==> src/hw/rtl/gra_pkg.sv <==
// Shared constants, codes and control types for the grid rectangle allocator.
`default_nettype none

package gra_pkg;

    localparam int DEF_MAX_WIDTH  = 16;
    localparam int DEF_MAX_HEIGHT = 16;

    localparam int OP_W       = 2;
    localparam int POS_W      = 4;
    localparam int SIZE_W     = 5;
    localparam int GRID_W     = 5;
    localparam int ALLOW_W    = 9;
    localparam int CFG_ADDR_W = 2;
    localparam int CFG_DATA_W = 9;
    localparam int S_TDATA_W  = 24;
    localparam int M_TDATA_W  = 16;

    localparam logic [OP_W-1:0] OP_CLEAR = 2'd0;
    localparam logic [OP_W-1:0] OP_MARK  = 2'd1;
    localparam logic [OP_W-1:0] OP_PROBE = 2'd2;
    localparam logic [OP_W-1:0] OP_PLACE = 2'd3;

    localparam logic [CFG_ADDR_W-1:0] CFG_GRID_WIDTH    = 2'd0;
    localparam logic [CFG_ADDR_W-1:0] CFG_GRID_HEIGHT   = 2'd1;
    localparam logic [CFG_ADDR_W-1:0] CFG_ALLOWED_CELLS = 2'd2;

    localparam logic [GRID_W-1:0]  RST_GRID_WIDTH    = 5'd16;
    localparam logic [GRID_W-1:0]  RST_GRID_HEIGHT   = 5'd16;
    localparam logic [ALLOW_W-1:0] RST_ALLOWED_CELLS = 9'd0;

    typedef struct packed {
        logic              clear;
        logic              row_valid;
        logic [SIZE_W-1:0] size_x;
        logic [SIZE_W-1:0] size_y;
    } fit_ctl_t;

    typedef struct packed {
        logic busy;
        logic hit;
    } fit_stat_t;

endpackage

`default_nettype wire

==> src/hw/rtl/grid_rect_first_fit_allocator.sv <==
// Top level: command sequencer for clear, mark, probe and place over the occupancy memory.
// One command at a time. Clear writes every memory word in turn.
// Probe reads one grid row per cycle (two memory words), then drains the search pipeline.
// Mark reads, then writes back, each memory word touched in each rectangle row;
// place runs a probe and, on a hit, a mark at the fit position.
// Async reset clears control and config (16, 16, 0); per-word valid bits make the grid free.
`default_nettype none

module grid_rect_first_fit_allocator #(
    parameter int MAX_WIDTH  = gra_pkg::DEF_MAX_WIDTH,
    parameter int MAX_HEIGHT = gra_pkg::DEF_MAX_HEIGHT
) (
    input  wire logic                             clk,
    input  wire logic                             rst_n,
    input  wire logic                             cfg_valid,
    output logic                                  cfg_ready,
    input  wire logic [gra_pkg::CFG_ADDR_W-1:0]   cfg_addr,
    input  wire logic [gra_pkg::CFG_DATA_W-1:0]   cfg_data,
    input  wire logic                             s_axis_tvalid,
    output logic                                  s_axis_tready,
    // operation[1:0], pos_x[5:2], pos_y[9:6], size_x[14:10], size_y[19:15], zero[23:20]
    input  wire logic [gra_pkg::S_TDATA_W-1:0]    s_axis_tdata,
    output logic                                  m_axis_tvalid,
    input  wire logic                             m_axis_tready,
    // found[0], found_x[4:1], found_y[8:5], zero[15:9]
    output logic      [gra_pkg::M_TDATA_W-1:0]    m_axis_tdata
);

    localparam int SW     = gra_pkg::SIZE_W;
    localparam int PW     = gra_pkg::POS_W;
    localparam int CW     = (MAX_WIDTH > 1) ? $clog2(MAX_WIDTH) : 1;
    localparam int RW     = (MAX_HEIGHT > 1) ? $clog2(MAX_HEIGHT) : 1;
    localparam int EWW    = $clog2(MAX_WIDTH + 1);
    localparam int EHW    = $clog2(MAX_HEIGHT + 1);
    localparam int LW     = CW;
    localparam int WW     = 1 << LW;
    localparam int CELLS  = MAX_WIDTH * MAX_HEIGHT;
    localparam int NWORDS = (CELLS + WW - 1) / WW + 2;
    localparam int AW     = $clog2(NWORDS);
    localparam int IW     = $clog2((MAX_HEIGHT + 64) * (MAX_WIDTH + 64));
    localparam int XW     = (CW > PW) ? CW : PW;
    localparam int YW     = (RW > PW) ? RW : PW;
    localparam int DW     = RW + SW + 1;

    localparam logic [3:0] ST_IDLE  = 4'd0;
    localparam logic [3:0] ST_SETUP = 4'd1;
    localparam logic [3:0] ST_CLEAR = 4'd2;
    localparam logic [3:0] ST_SCAN  = 4'd3;
    localparam logic [3:0] ST_DRAIN = 4'd4;
    localparam logic [3:0] ST_MSET  = 4'd5;
    localparam logic [3:0] ST_MROW  = 4'd6;
    localparam logic [3:0] ST_MRD   = 4'd7;
    localparam logic [3:0] ST_MWR   = 4'd8;
    localparam logic [3:0] ST_FIN   = 4'd9;

    logic [3:0] state_reg;
    logic [3:0] state_next;

    logic [gra_pkg::GRID_W-1:0]  gw_reg;
    logic [gra_pkg::GRID_W-1:0]  gh_reg;
    logic [gra_pkg::ALLOW_W-1:0] allowed_reg;

    logic [gra_pkg::OP_W-1:0] op_reg;
    logic [XW-1:0]            px_reg;
    logic [YW-1:0]            py_reg;
    logic [SW-1:0]            sx_reg;
    logic [SW-1:0]            sy_reg;
    logic [EWW-1:0]           w_reg;
    logic [EHW-1:0]           h_reg;
    logic [EWW-1:0]           w_c;
    logic [EHW-1:0]           h_c;

    logic [IW-1:0] total_reg;
    logic [IW-1:0] total_c;
    logic [IW-1:0] clr_lo_reg;
    logic [IW-1:0] base_reg;
    logic [IW-1:0] lim_reg;
    logic [IW-1:0] lim_c;
    logic [IW-1:0] lim_m1;
    logic [IW-1:0] srow_reg;
    logic [AW-1:0] wa_reg;
    logic [SW-1:0] ycnt_reg;
    logic [RW-1:0] rq_reg;
    logic          search_empty;

    logic          p1_valid_reg;
    logic [RW-1:0] p1_row_reg;
    logic [LW-1:0] p1_off_reg;
    logic          p2_valid_reg;
    logic [RW-1:0] p2_row_reg;
    logic [RW-1:0] p3_row_reg;
    logic [MAX_WIDTH-1:0] occ_reg;
    logic [MAX_WIDTH-1:0] row_occ_c;
    logic [2*WW-1:0]      pair;

    logic          hit_reg;
    logic [CW-1:0] fx_reg;
    logic [RW-1:0] fy_reg;

    logic [AW-1:0] scan_a0;
    logic [AW-1:0] rd_addr0;
    logic [AW-1:0] rd_addr1;
    logic [WW-1:0] rd_data0;
    logic [WW-1:0] rd_data1;
    logic          wr_en;
    logic [WW-1:0] wr_data;
    logic [WW-1:0] wmask;
    logic [IW-1:0] mask_lo;
    logic [IW-1:0] mask_hi;
    logic [IW-1:0] word_base;
    logic [IW-1:0] bit_idx;

    gra_pkg::fit_ctl_t  fit_ctl;
    gra_pkg::fit_stat_t fit_stat;
    logic [CW-1:0]      fit_x;

    logic                            out_valid_reg;
    logic [gra_pkg::M_TDATA_W-1:0]   out_data_reg;
    logic [31:0]                     fx_wide;
    logic [31:0]                     fy_wide;

    // ---------------------------------------------------------------- config
    assign cfg_ready = 1'b1;

    always_ff @(posedge clk or negedge rst_n)
    begin
        if (!rst_n)
        begin
            gw_reg      <= gra_pkg::RST_GRID_WIDTH;
            gh_reg      <= gra_pkg::RST_GRID_HEIGHT;
            allowed_reg <= gra_pkg::RST_ALLOWED_CELLS;
        end
        else if (cfg_valid)
        begin
            unique case (cfg_addr)
                gra_pkg::CFG_GRID_WIDTH:    gw_reg      <= cfg_data[gra_pkg::GRID_W-1:0];
                gra_pkg::CFG_GRID_HEIGHT:   gh_reg      <= cfg_data[gra_pkg::GRID_W-1:0];
                gra_pkg::CFG_ALLOWED_CELLS: allowed_reg <= cfg_data;
                default:                    ;
            endcase
        end
    end

    assign w_c = (32'(gw_reg) > MAX_WIDTH) ? EWW'(MAX_WIDTH) : EWW'(gw_reg);
    assign h_c = (32'(gh_reg) > MAX_HEIGHT) ? EHW'(MAX_HEIGHT) : EHW'(gh_reg);

    // ---------------------------------------------------------------- datapath helpers
    assign total_c = IW'(w_reg) * IW'(h_reg);
    assign lim_c   = base_reg + IW'(sx_reg);
    assign lim_m1  = lim_reg - IW'(1);
    assign scan_a0 = srow_reg[LW +: AW];

    assign search_empty = (w_reg == '0) || (h_reg == '0) || (sx_reg == '0) || (sy_reg == '0)
                          || (32'(sx_reg) > 32'(w_reg)) || (32'(sy_reg) > 32'(h_reg));

    assign s_axis_tready = (state_reg == ST_IDLE);

    // ---------------------------------------------------------------- state machine
    always_comb
    begin
        state_next = state_reg;
        unique case (state_reg)
            ST_IDLE:
            begin
                if (s_axis_tvalid)
                begin
                    state_next = ST_SETUP;
                end
            end
            ST_SETUP:
            begin
                case (op_reg)
                    gra_pkg::OP_CLEAR: state_next = ST_CLEAR;
                    gra_pkg::OP_MARK:  state_next = ST_MSET;
                    default:           state_next = search_empty ? ST_FIN : ST_SCAN;
                endcase
            end
            ST_CLEAR:
            begin
                if (wa_reg == AW'(NWORDS - 1))
                begin
                    state_next = ST_FIN;
                end
            end
            ST_SCAN:
            begin
                if (EHW'(rq_reg) == h_reg - EHW'(1))
                begin
                    state_next = ST_DRAIN;
                end
            end
            ST_DRAIN:
            begin
                if (!p1_valid_reg && !p2_valid_reg && !fit_stat.busy)
                begin
                    state_next = (hit_reg && op_reg == gra_pkg::OP_PLACE) ? ST_MSET : ST_FIN;
                end
            end
            ST_MSET:
            begin
                state_next = ST_MROW;
            end
            ST_MROW:
            begin
                if (ycnt_reg == sy_reg || base_reg >= total_reg || sx_reg == '0)
                begin
                    state_next = ST_FIN;
                end
                else
                begin
                    state_next = ST_MRD;
                end
            end
            ST_MRD:
            begin
                state_next = ST_MWR;
            end
            ST_MWR:
            begin
                state_next = (wa_reg == lim_m1[LW +: AW]) ? ST_MROW : ST_MRD;
            end
            ST_FIN:
            begin
                if (!out_valid_reg || m_axis_tready)
                begin
                    state_next = ST_IDLE;
                end
            end
            default:
            begin
                state_next = ST_IDLE;
            end
        endcase
    end

    always_ff @(posedge clk or negedge rst_n)
    begin
        if (!rst_n)
        begin
            state_reg    <= ST_IDLE;
            p1_valid_reg <= 1'b0;
            p2_valid_reg <= 1'b0;
            hit_reg      <= 1'b0;
            srow_reg     <= '0;
            rq_reg       <= '0;
            wa_reg       <= '0;
            ycnt_reg     <= '0;
        end
        else
        begin
            state_reg    <= state_next;
            p1_valid_reg <= (state_reg == ST_SCAN);
            p2_valid_reg <= p1_valid_reg;

            case (state_reg)
                ST_SETUP:
                begin
                    hit_reg  <= 1'b0;
                    srow_reg <= '0;
                    rq_reg   <= '0;
                    wa_reg   <= '0;
                end
                ST_CLEAR:
                begin
                    wa_reg <= wa_reg + AW'(1);
                end
                ST_SCAN:
                begin
                    srow_reg <= srow_reg + IW'(w_reg);
                    rq_reg   <= rq_reg + RW'(1);
                end
                ST_MSET:
                begin
                    ycnt_reg <= '0;
                end
                ST_MROW:
                begin
                    wa_reg <= base_reg[LW +: AW];
                end
                ST_MWR:
                begin
                    if (wa_reg == lim_m1[LW +: AW])
                    begin
                        ycnt_reg <= ycnt_reg + SW'(1);
                    end
                    else
                    begin
                        wa_reg <= wa_reg + AW'(1);
                    end
                end
                default:
                begin
                end
            endcase

            // keep only the first row that completes a fit
            if (fit_stat.hit && !hit_reg)
            begin
                hit_reg <= 1'b1;
            end
        end
    end

    // payload registers
    always_ff @(posedge clk)
    begin
        case (state_reg)
            ST_IDLE:
            begin
                if (s_axis_tvalid)
                begin
                    op_reg <= s_axis_tdata[1:0];
                    px_reg <= XW'(s_axis_tdata[5:2]);
                    py_reg <= YW'(s_axis_tdata[9:6]);
                    sx_reg <= s_axis_tdata[14:10];
                    sy_reg <= s_axis_tdata[19:15];
                    w_reg  <= w_c;
                    h_reg  <= h_c;
                end
            end
            ST_SETUP:
            begin
                total_reg <= total_c;
                if (allowed_reg == '0 || IW'(allowed_reg) >= total_c)
                begin
                    clr_lo_reg <= total_c;
                end
                else
                begin
                    clr_lo_reg <= IW'(allowed_reg);
                end
            end
            ST_DRAIN:
            begin
                px_reg <= XW'(fx_reg);
                py_reg <= YW'(fy_reg);
            end
            ST_MSET:
            begin
                base_reg <= IW'(py_reg) * IW'(w_reg) + IW'(px_reg);
            end
            ST_MROW:
            begin
                lim_reg <= (lim_c < total_reg) ? lim_c : total_reg;
            end
            ST_MWR:
            begin
                if (wa_reg == lim_m1[LW +: AW])
                begin
                    base_reg <= base_reg + IW'(w_reg);
                end
            end
            default:
            begin
            end
        endcase

        p1_row_reg <= rq_reg;
        p1_off_reg <= srow_reg[LW-1:0];
        p2_row_reg <= p1_row_reg;
        p3_row_reg <= p2_row_reg;
        occ_reg    <= row_occ_c;

        if (fit_stat.hit && !hit_reg)
        begin
            fx_reg <= fit_x;
            fy_reg <= RW'(DW'(p3_row_reg) + DW'(1) - DW'(sy_reg));
        end
    end

    // ---------------------------------------------------------------- row extract
    // a grid row starts at row * width and may straddle two memory words
    always_comb
    begin
        pair = {rd_data1, rd_data0} >> p1_off_reg;
        for (int c = 0; c < MAX_WIDTH; c++)
        begin
            row_occ_c[c] = pair[c] | (EWW'(c) >= w_reg);
        end
    end

    // ---------------------------------------------------------------- write mask
    always_comb
    begin
        mask_lo   = (state_reg == ST_CLEAR) ? clr_lo_reg : base_reg;
        mask_hi   = (state_reg == ST_CLEAR) ? total_reg : lim_reg;
        word_base = IW'(wa_reg) << LW;
        bit_idx   = word_base;
        for (int b = 0; b < WW; b++)
        begin
            bit_idx  = word_base + IW'(b);
            wmask[b] = (bit_idx >= mask_lo) && (bit_idx < mask_hi);
        end
    end

    assign rd_addr0 = (state_reg == ST_MRD) ? wa_reg : scan_a0;
    assign rd_addr1 = scan_a0 + AW'(1);
    assign wr_en    = (state_reg == ST_CLEAR) || (state_reg == ST_MWR);
    assign wr_data  = (state_reg == ST_CLEAR) ? wmask : (rd_data0 | wmask);

    gra_occ_mem #(
        .WORD_W (WW),
        .DEPTH  (NWORDS)
    ) u_mem (
        .clk      (clk),
        .rst_n    (rst_n),
        .rd_addr0 (rd_addr0),
        .rd_addr1 (rd_addr1),
        .rd_data0 (rd_data0),
        .rd_data1 (rd_data1),
        .wr_en    (wr_en),
        .wr_addr  (wa_reg),
        .wr_data  (wr_data)
    );

    // ---------------------------------------------------------------- fit search
    assign fit_ctl.clear     = (state_reg == ST_SETUP);
    assign fit_ctl.row_valid = p2_valid_reg;
    assign fit_ctl.size_x    = sx_reg;
    assign fit_ctl.size_y    = sy_reg;

    gra_fit #(
        .MAX_WIDTH (MAX_WIDTH)
    ) u_fit (
        .clk     (clk),
        .rst_n   (rst_n),
        .ctl     (fit_ctl),
        .row_occ (occ_reg),
        .stat    (fit_stat),
        .fit_x   (fit_x)
    );

    // ---------------------------------------------------------------- result beat
    assign fx_wide = hit_reg ? 32'(fx_reg) : 32'd0;
    assign fy_wide = hit_reg ? 32'(fy_reg) : 32'd0;

    always_ff @(posedge clk or negedge rst_n)
    begin
        if (!rst_n)
        begin
            out_valid_reg <= 1'b0;
        end
        else if (state_reg == ST_FIN && (!out_valid_reg || m_axis_tready))
        begin
            out_valid_reg <= 1'b1;
        end
        else if (m_axis_tready)
        begin
            out_valid_reg <= 1'b0;
        end
    end

    always_ff @(posedge clk)
    begin
        if (state_reg == ST_FIN && (!out_valid_reg || m_axis_tready))
        begin
            out_data_reg <= {7'd0, fy_wide[3:0], fx_wide[3:0], hit_reg};
        end
    end

    assign m_axis_tvalid = out_valid_reg;
    assign m_axis_tdata  = out_data_reg;

endmodule

`default_nettype wire

==> src/hw/rtl/gra_occ_mem.sv <==
// Occupancy word memory: two registered read ports, one write port, per-word valid bits.
`default_nettype none

module gra_occ_mem #(
    parameter int WORD_W = 16,
    parameter int DEPTH  = 18,
    localparam int AW    = (DEPTH > 1) ? $clog2(DEPTH) : 1
) (
    input  wire logic              clk,
    input  wire logic              rst_n,
    input  wire logic [AW-1:0]     rd_addr0,
    input  wire logic [AW-1:0]     rd_addr1,
    output logic      [WORD_W-1:0] rd_data0,
    output logic      [WORD_W-1:0] rd_data1,
    input  wire logic              wr_en,
    input  wire logic [AW-1:0]     wr_addr,
    input  wire logic [WORD_W-1:0] wr_data
);

    logic [WORD_W-1:0] mem [DEPTH];
    logic [DEPTH-1:0]  vld_reg;
    logic [WORD_W-1:0] rd_q0_reg;
    logic [WORD_W-1:0] rd_q1_reg;
    logic              rd_v0_reg;
    logic              rd_v1_reg;

    always_ff @(posedge clk)
    begin
        if (wr_en)
        begin
            mem[wr_addr] <= wr_data;
        end
        rd_q0_reg <= mem[rd_addr0];
        rd_q1_reg <= mem[rd_addr1];
    end

    // a word never written since reset reads as all free
    always_ff @(posedge clk or negedge rst_n)
    begin
        if (!rst_n)
        begin
            vld_reg   <= '0;
            rd_v0_reg <= 1'b0;
            rd_v1_reg <= 1'b0;
        end
        else
        begin
            if (wr_en)
            begin
                vld_reg[wr_addr] <= 1'b1;
            end
            rd_v0_reg <= vld_reg[rd_addr0];
            rd_v1_reg <= vld_reg[rd_addr1];
        end
    end

    assign rd_data0 = rd_q0_reg & {WORD_W{rd_v0_reg}};
    assign rd_data1 = rd_q1_reg & {WORD_W{rd_v1_reg}};

endmodule

`default_nettype wire

==> src/hw/rtl/gra_fit.sv <==
// Column free-run counters and first-fit window search over one grid row per beat.
`default_nettype none

module gra_fit #(
    parameter int MAX_WIDTH = gra_pkg::DEF_MAX_WIDTH,
    localparam int CW       = (MAX_WIDTH > 1) ? $clog2(MAX_WIDTH) : 1
) (
    input  wire logic                 clk,
    input  wire logic                 rst_n,
    input  wire gra_pkg::fit_ctl_t    ctl,
    input  wire logic [MAX_WIDTH-1:0] row_occ,
    output gra_pkg::fit_stat_t        stat,
    output logic      [CW-1:0]        fit_x
);

    localparam int SW = gra_pkg::SIZE_W;

    logic [SW-1:0]          cnt_reg [MAX_WIDTH];
    logic                   valid_d_reg;
    logic [2*MAX_WIDTH-1:0] blk_ext;
    logic [2*MAX_WIDTH-1:0] size_mask;
    logic [2*MAX_WIDTH-1:0] win;
    logic [MAX_WIDTH-1:0]   fit_vec;

    // count consecutive free rows per column, saturating at the rectangle height
    always_ff @(posedge clk or negedge rst_n)
    begin
        if (!rst_n)
        begin
            valid_d_reg <= 1'b0;
            for (int c = 0; c < MAX_WIDTH; c++)
            begin
                cnt_reg[c] <= '0;
            end
        end
        else
        begin
            valid_d_reg <= ctl.row_valid && !ctl.clear;
            if (ctl.clear)
            begin
                for (int c = 0; c < MAX_WIDTH; c++)
                begin
                    cnt_reg[c] <= '0;
                end
            end
            else if (ctl.row_valid)
            begin
                for (int c = 0; c < MAX_WIDTH; c++)
                begin
                    if (row_occ[c])
                    begin
                        cnt_reg[c] <= '0;
                    end
                    else if (cnt_reg[c] < ctl.size_y)
                    begin
                        cnt_reg[c] <= cnt_reg[c] + SW'(1);
                    end
                end
            end
        end
    end

    // columns past the grid edge count as blocked
    always_comb
    begin
        for (int c = 0; c < MAX_WIDTH; c++)
        begin
            blk_ext[c]             = (cnt_reg[c] < ctl.size_y);
            blk_ext[MAX_WIDTH + c] = 1'b1;
        end
        for (int i = 0; i < 2 * MAX_WIDTH; i++)
        begin
            size_mask[i] = (i < int'(ctl.size_x));
        end
        win = '0;
        for (int x = 0; x < MAX_WIDTH; x++)
        begin
            win        = (blk_ext >> x) & size_mask;
            fit_vec[x] = (win == '0);
        end
        fit_x = '0;
        for (int x = MAX_WIDTH - 1; x >= 0; x--)
        begin
            if (fit_vec[x])
            begin
                fit_x = CW'(x);
            end
        end
    end

    assign stat.busy = valid_d_reg;
    assign stat.hit  = valid_d_reg && (|fit_vec);

endmodule

`default_nettype wire

==> config.mk <==
export PLATFORM = sky130hd
export DESIGN_NAME = grid_rect_first_fit_allocator
export DESIGN_NICKNAME = d
export VERILOG_FILES = /design/src/hw/rtl/gra_pkg.sv /design/src/hw/rtl/grid_rect_first_fit_allocator.sv /design/src/hw/rtl/gra_occ_mem.sv /design/src/hw/rtl/gra_fit.sv
export SDC_FILE = /design/constraint.sdc
export NUM_CORES = 2
export LEC_CHECK = 0
export BUFFER_PORTS_ARGS = -buffer_cell sky130_fd_sc_hd__buf_2
export CAP_MARGIN = 20
export CORE_ASPECT_RATIO = 1.4
export CORE_MARGIN = 4
export CORE_UTILIZATION = 31
export CTS_BUF_LIST = sky130_fd_sc_hd__clkbuf_4 sky130_fd_sc_hd__clkbuf_8 sky130_fd_sc_hd__clkbuf_16
export CTS_CLUSTER_DIAMETER = 100
export DETAILED_ROUTE_END_ITERATION = 6
export PLACE_DENSITY_LB_ADDON = 0.25
export RECOVER_POWER = 25
export SYNTH_ARGS = -nofsm -noshare
export SYNTH_HDL_FRONTEND = slang
export SYNTH_HIERARCHICAL = 1
export SYNTH_SLANG_ARGS = --single-unit
==> constraint.sdc <==
create_clock -name clk -period 14.3 [get_ports clk]
set_input_delay 4.29 -clock clk [delete_from_list [all_inputs] [get_ports clk]]
set_output_delay 4.29 -clock clk [all_outputs]
set_load 0.01 [all_outputs]
# Word level (Yosys, flattened, before mapping)
# Memory sizes are Yosys's and may differ from the RTL's. A register that Yosys moved wholly into a read port is not among the register bits.
# Cells that the tools add are included.
# classes
addsub	43
mul	2
div_mod_pow	0
order_cmp	106
eq_ne	24
shift	1
muxes	90
bitwise_logic	36
reduce_logical	115
# op_table
operator	count
zero test 32 bit	16
greater-or-equal comparator 10 x 13 -> 1 bit	15
< comparator 10 x 13 -> 1 bit	15
2-to-1 mux 5 bit	35
2-to-1 mux 80 bit	2
adder 5 x 1 -> 5 bit (second input constant)	19
adder 9 x 4 -> 10 bit (second input constant)	8
< comparator 5 bit	16
< comparator 5 bit (first input constant)	15
2-to-1 mux 4 bit	18
case mux 13 bit (2 select lines)	2
nonzero test 3 bit	16
AND reduction 2 bit	23
adder 9 x 3 -> 10 bit (second input constant)	4
greater-or-equal comparator 4 x 5 -> 1 bit (first input constant)	8
< comparator 4 x 5 -> 1 bit (first input constant)	8
case mux 4 bit (10 select lines)	1
adder 13 x 5 -> 13 bit	3
2-to-1 mux 13 bit	3
AND 16 bit	2
AND 32 x 31 -> 32 bit	1
case mux 4 bit (2 select lines)	4
>> shifter 32 x 4 -> 16 bit	1
AND 17 x 31 -> 31 bit	1
other kinds (76)	181
# word_totals
ff_bits	283
latch_bits	0
mem_bits_rw	288
mem_bits_ro	0
out_inout_bits	19
word_cells	475
memories	1
# memory_table
name	depth	word_bits	rd	rd_clocked_by_memory_dff	write_ports	line_no	text
u_mem.mem	18	16	2	2	1	gra_occ_mem.sv:20	logic [WORD_W-1:0] mem [DEPTH];

# Depth between registers and ports, before layout
# depth
ltp_word	18
depth_mapped	21
mapped_depth_nobuf	20

# By module
# The synthesis kept the hierarchy.
# by_module_without_submodules
mod	n_inst	cells_per_inst	area_per_inst_um2
gra_occ_mem	1	878	15328.5
grid_rect_first_fit_allocator	1	1273	12664.6
gra_fit	1	817	6892.9

# Worst setup path after synthesis
# OpenSTA, ideal clock, no wires.
# synth_path
kind	input port to flip-flop
from	in s_axis_tvalid
to	reg px_reg[0], enable pin
setup_time_ps	310
arrival_time_ps	5188
required_ps	13990
slack_ps	8802
cell_stages	2
n_path_buf	0
cell_sequence	and2_1 or2_2
# synth_via
elab_chain_cells	2
# synth_rtl
item	line_no	text
start, declared	grid_rect_first_fit_allocator.sv:19	input wire logic s_axis_tvalid,
!= test 2 bit (no line)	-	
AND reduction 2 bit (no line)	-	
end signal, assigned	grid_rect_first_fit_allocator.sv:313	px_reg <= XW'(s_axis_tdata[5:2]);
end signal, assigned	grid_rect_first_fit_allocator.sv:335	px_reg <= XW'(fx_reg);
end, declared	grid_rect_first_fit_allocator.sv:64	logic [XW-1:0] px_reg;
# Every way passes these cells.
# A chain may end at the register's enable or synchronous reset.

# Final worst setup path
# layout_path
from	reg w_reg[1]
to	reg clr_lo_reg[5], data pin
# layout_via
elab_chain_cells	4
# layout_rtl
item	line_no	text
start, declared	grid_rect_first_fit_allocator.sv:68	logic [EWW-1:0] w_reg;
start signal, assigned	grid_rect_first_fit_allocator.sv:317	w_reg <= w_c;
multiplier 5 x 5 -> 10 bit	grid_rect_first_fit_allocator.sv:148	assign total_c = IW'(w_reg) * IW'(h_reg);
named net total_c[7]	grid_rect_first_fit_allocator.sv:74	logic [IW-1:0] total_c;
greater-or-equal comparator 9 x 10 -> 1 bit	grid_rect_first_fit_allocator.sv:324	if (allowed_reg == '0 || IW'(allowed_reg) >= total_c)
logical OR 1 bit	grid_rect_first_fit_allocator.sv:324	
2-to-1 mux 9 bit	grid_rect_first_fit_allocator.sv:324	
end signal, assigned	grid_rect_first_fit_allocator.sv:326	clr_lo_reg <= total_c;
end signal, assigned	grid_rect_first_fit_allocator.sv:330	clr_lo_reg <= IW'(allowed_reg);
end, declared	grid_rect_first_fit_allocator.sv:75	logic [IW-1:0] clr_lo_reg;
# The timed path passes the listed nets, and every way through them passes these cells.

==> metrics.md <==
| Metric | Value |
|---|---|
| Run status | complete, but fails checks |
| Failing checks | design-rule violations, max-capacitance violations, max-slew violations |
| Setup TNS | 0 ns |
| GRT Residual Overflow | 0 |
| Die area | 0.118 mm² |
| Drt total wl | between 100 and 150 mm |
| CTS clk-pin slew, worst paths | around 0.07 ns |
| Area Overhead vs Synth | 11.6% |
| GRT Total Usage | 0.170 |
| Worst vdd ir | 0.119 mV |
| CP max FO | 19 |
| Hold Crit Class | flop to flop |
| Drt initial violations | between 1500 and 2000 |
| Layout cells sized above 1 | 0.153 |
| Die Span Y | 404 µm |
| Post-Synthesis Cells | between 2000 and 3000 |
| Pwr per Cell Area | 200 mW/mm² |
| # IOs | 59 |
| CP required | 14.72 ns |
| Post-CTS sizing | 0 |
| CTS Buffer Depth | 3 |
| Antenna violation net count after detailed routing | 0 |
| Non-Filler Instances | about 4500 |
| Vias in the first global route | 24600 |
| Total Power | 7.73 mW |
| Max reg flops | 288 |
| Final HPWL DP | 69.5 mm |
| Clock sinks | 595 |
| Die width | 291 µm |
| Vias per cell | 5.36 |
| Post-route minimum period | around 6.6 ns |
| Slew @ Worst Pin | 3.09 ns |
| GPL Wtd Cong | 0.892 |
| Cts hold-fix bufs | 0 |
| RSZ-0062 raised after global routing | false |
| Max_cap viols | 5 |
| Setup violators final | 0 |
| Largest net degree at the start of global routing | between 80 and 90 |
| Post-Syn Area per Cell | approximately 12 µm² |
| Clock insertion delay at the later pin of the skew report | 0.70 ns |
| Vias | 24100 |
| Inst Count DP | ~4400 |
| Fmax | 151 MHz |
| Final worst path period share | 0.464 |
| Post-Syn Area | 0.0347 mm² |
| Residual DRC | 4 |
| Placed instance area | 0.0366 mm² |
| WS Path Type | flop to flop |
| CP Capture Type | flop |
| YS warnings | 6 |
| First-pass GRT wire length | 154 mm |
| Core Region | 0.111 mm² |
| CP startpoint kind | flop |
| Fin. max-slew vios | around 150 |
| DRT Pass-1 Iters | 7 |
| # nets final | 3233 |
| Post-CTS setup buffer count | 0 |
| Worst setup margin | between 7 and 8 ns |
| Post-DR wirelength/cell | 22.7 µm |
| Initial core utilization | 0.312 |
| Pre-CTS WS | 8.23 ns |
| Worst EP arrival | 7.06 ns |
| Site Rows | 145 |
| Final Hold Vio Count | 0 |
| Antenna violations before repair | 4 |
| Final cell area excluding filler cells | roughly 0.039 mm² |
| CTS H-tree depth | 2 |
| Root Buffer | clkbuf_16 |
| Clock buffer count from CTS | 60 |
| Worst slew margin | -1.06 |
| Clock Skew | 0.0843 ns |
| P_leak | 14.8 nW |
| CTS tree | done |
| Port bufs | 46 |
placed cells by master, fill, tap and decap left out, drive strengths merged, types with 51 or more instances in the layout:
cell type / count
mux4: 109
dfrtp: 149
o211ai: 64
nand2b: 51
nor2: 227
mux2i: 153
nand2: 194
clkbuf: 82
ha: 194
buf: 90
xor2: 53
inv: 102
edfxtp: 381
a21oi: 127
o21ai: 157
dfxtp: 63
a21o: 54
and2: 71
mux2: 77
per-stage QoR:
stage                util  hold WS, ns
finish              0.348        0.328
global route        0.348        0.335
CTS                 0.348        0.328
detailed placement  0.329        0.312
global placement    0.328        0.311
floorplan               -        0.310
power by group:
part           internal [mW]  total [mW]  switching, mW  leakage (nW)
sequential              2.35        2.65          0.299          6.02
combinational           1.32        3.38           2.06          7.71
clock                  0.967        1.71          0.743          1.05
worst paths after layout:
check,startpoint,to,slack [ns],depth (start not counted)
setup reg to reg,w_reg[1],clr_lo_reg[5],7.67,21
setup / recovery,w_reg[1],clr_lo_reg[5],7.67,21
hold reg to reg,p1_row_reg[2],p2_row_reg[2],0.33,0
hold / removal,p1_row_reg[2],p2_row_reg[2],0.33,0
max in group asynchronous,rst_n,u_fit/cnt_reg[76],8.98,2
min in group asynchronous,rst_n,m_axis_tvalid,3.71,1
metal layers:
layer  track usage  part of all wire  up-vias  wire, µm
met3        0.0248             0.042      181      4330
met5             0           0.00026        -        27
met4        0.0660             0.040        4      4100
met2         0.312              0.52      583     52700
li1              -                 -    11300         -
met1         0.199              0.40    12100     40900
cell type report:
class                      count  area, µm²
fill                       11100      72700
multi-input combinational   2121      17200
sequential                   595      16500
tap                         1470       1840
clock buffer                  71       1690
timing repair buffer         101        661
clock inverter                43        482
inverter                      98        370
antenna                        3       7.51
worst max-delay path: stages (launching register included):
cell,delay [ns]
edfxtp_1,0.32
clkbuf_1,1.02
inv_1,0.43
nor2_1,0.22
ha_1,0.16
inv_1,0.05
fa_1,0.48
fa_1,0.56
inv_1,0.04
ha_1,0.34
o21ai_0,0.18
o21bai_1,0.11
a21oi_1,0.26
xnor2_1,0.23
inv_1,0.08
ha_1,0.29
a211oi_1,0.23
o21ai_0,0.11
o221a_2,0.25
o21ai_1,0.40
nand2_1,0.31
a22o_1,0.32
Power figures use the tool's default switching activity.
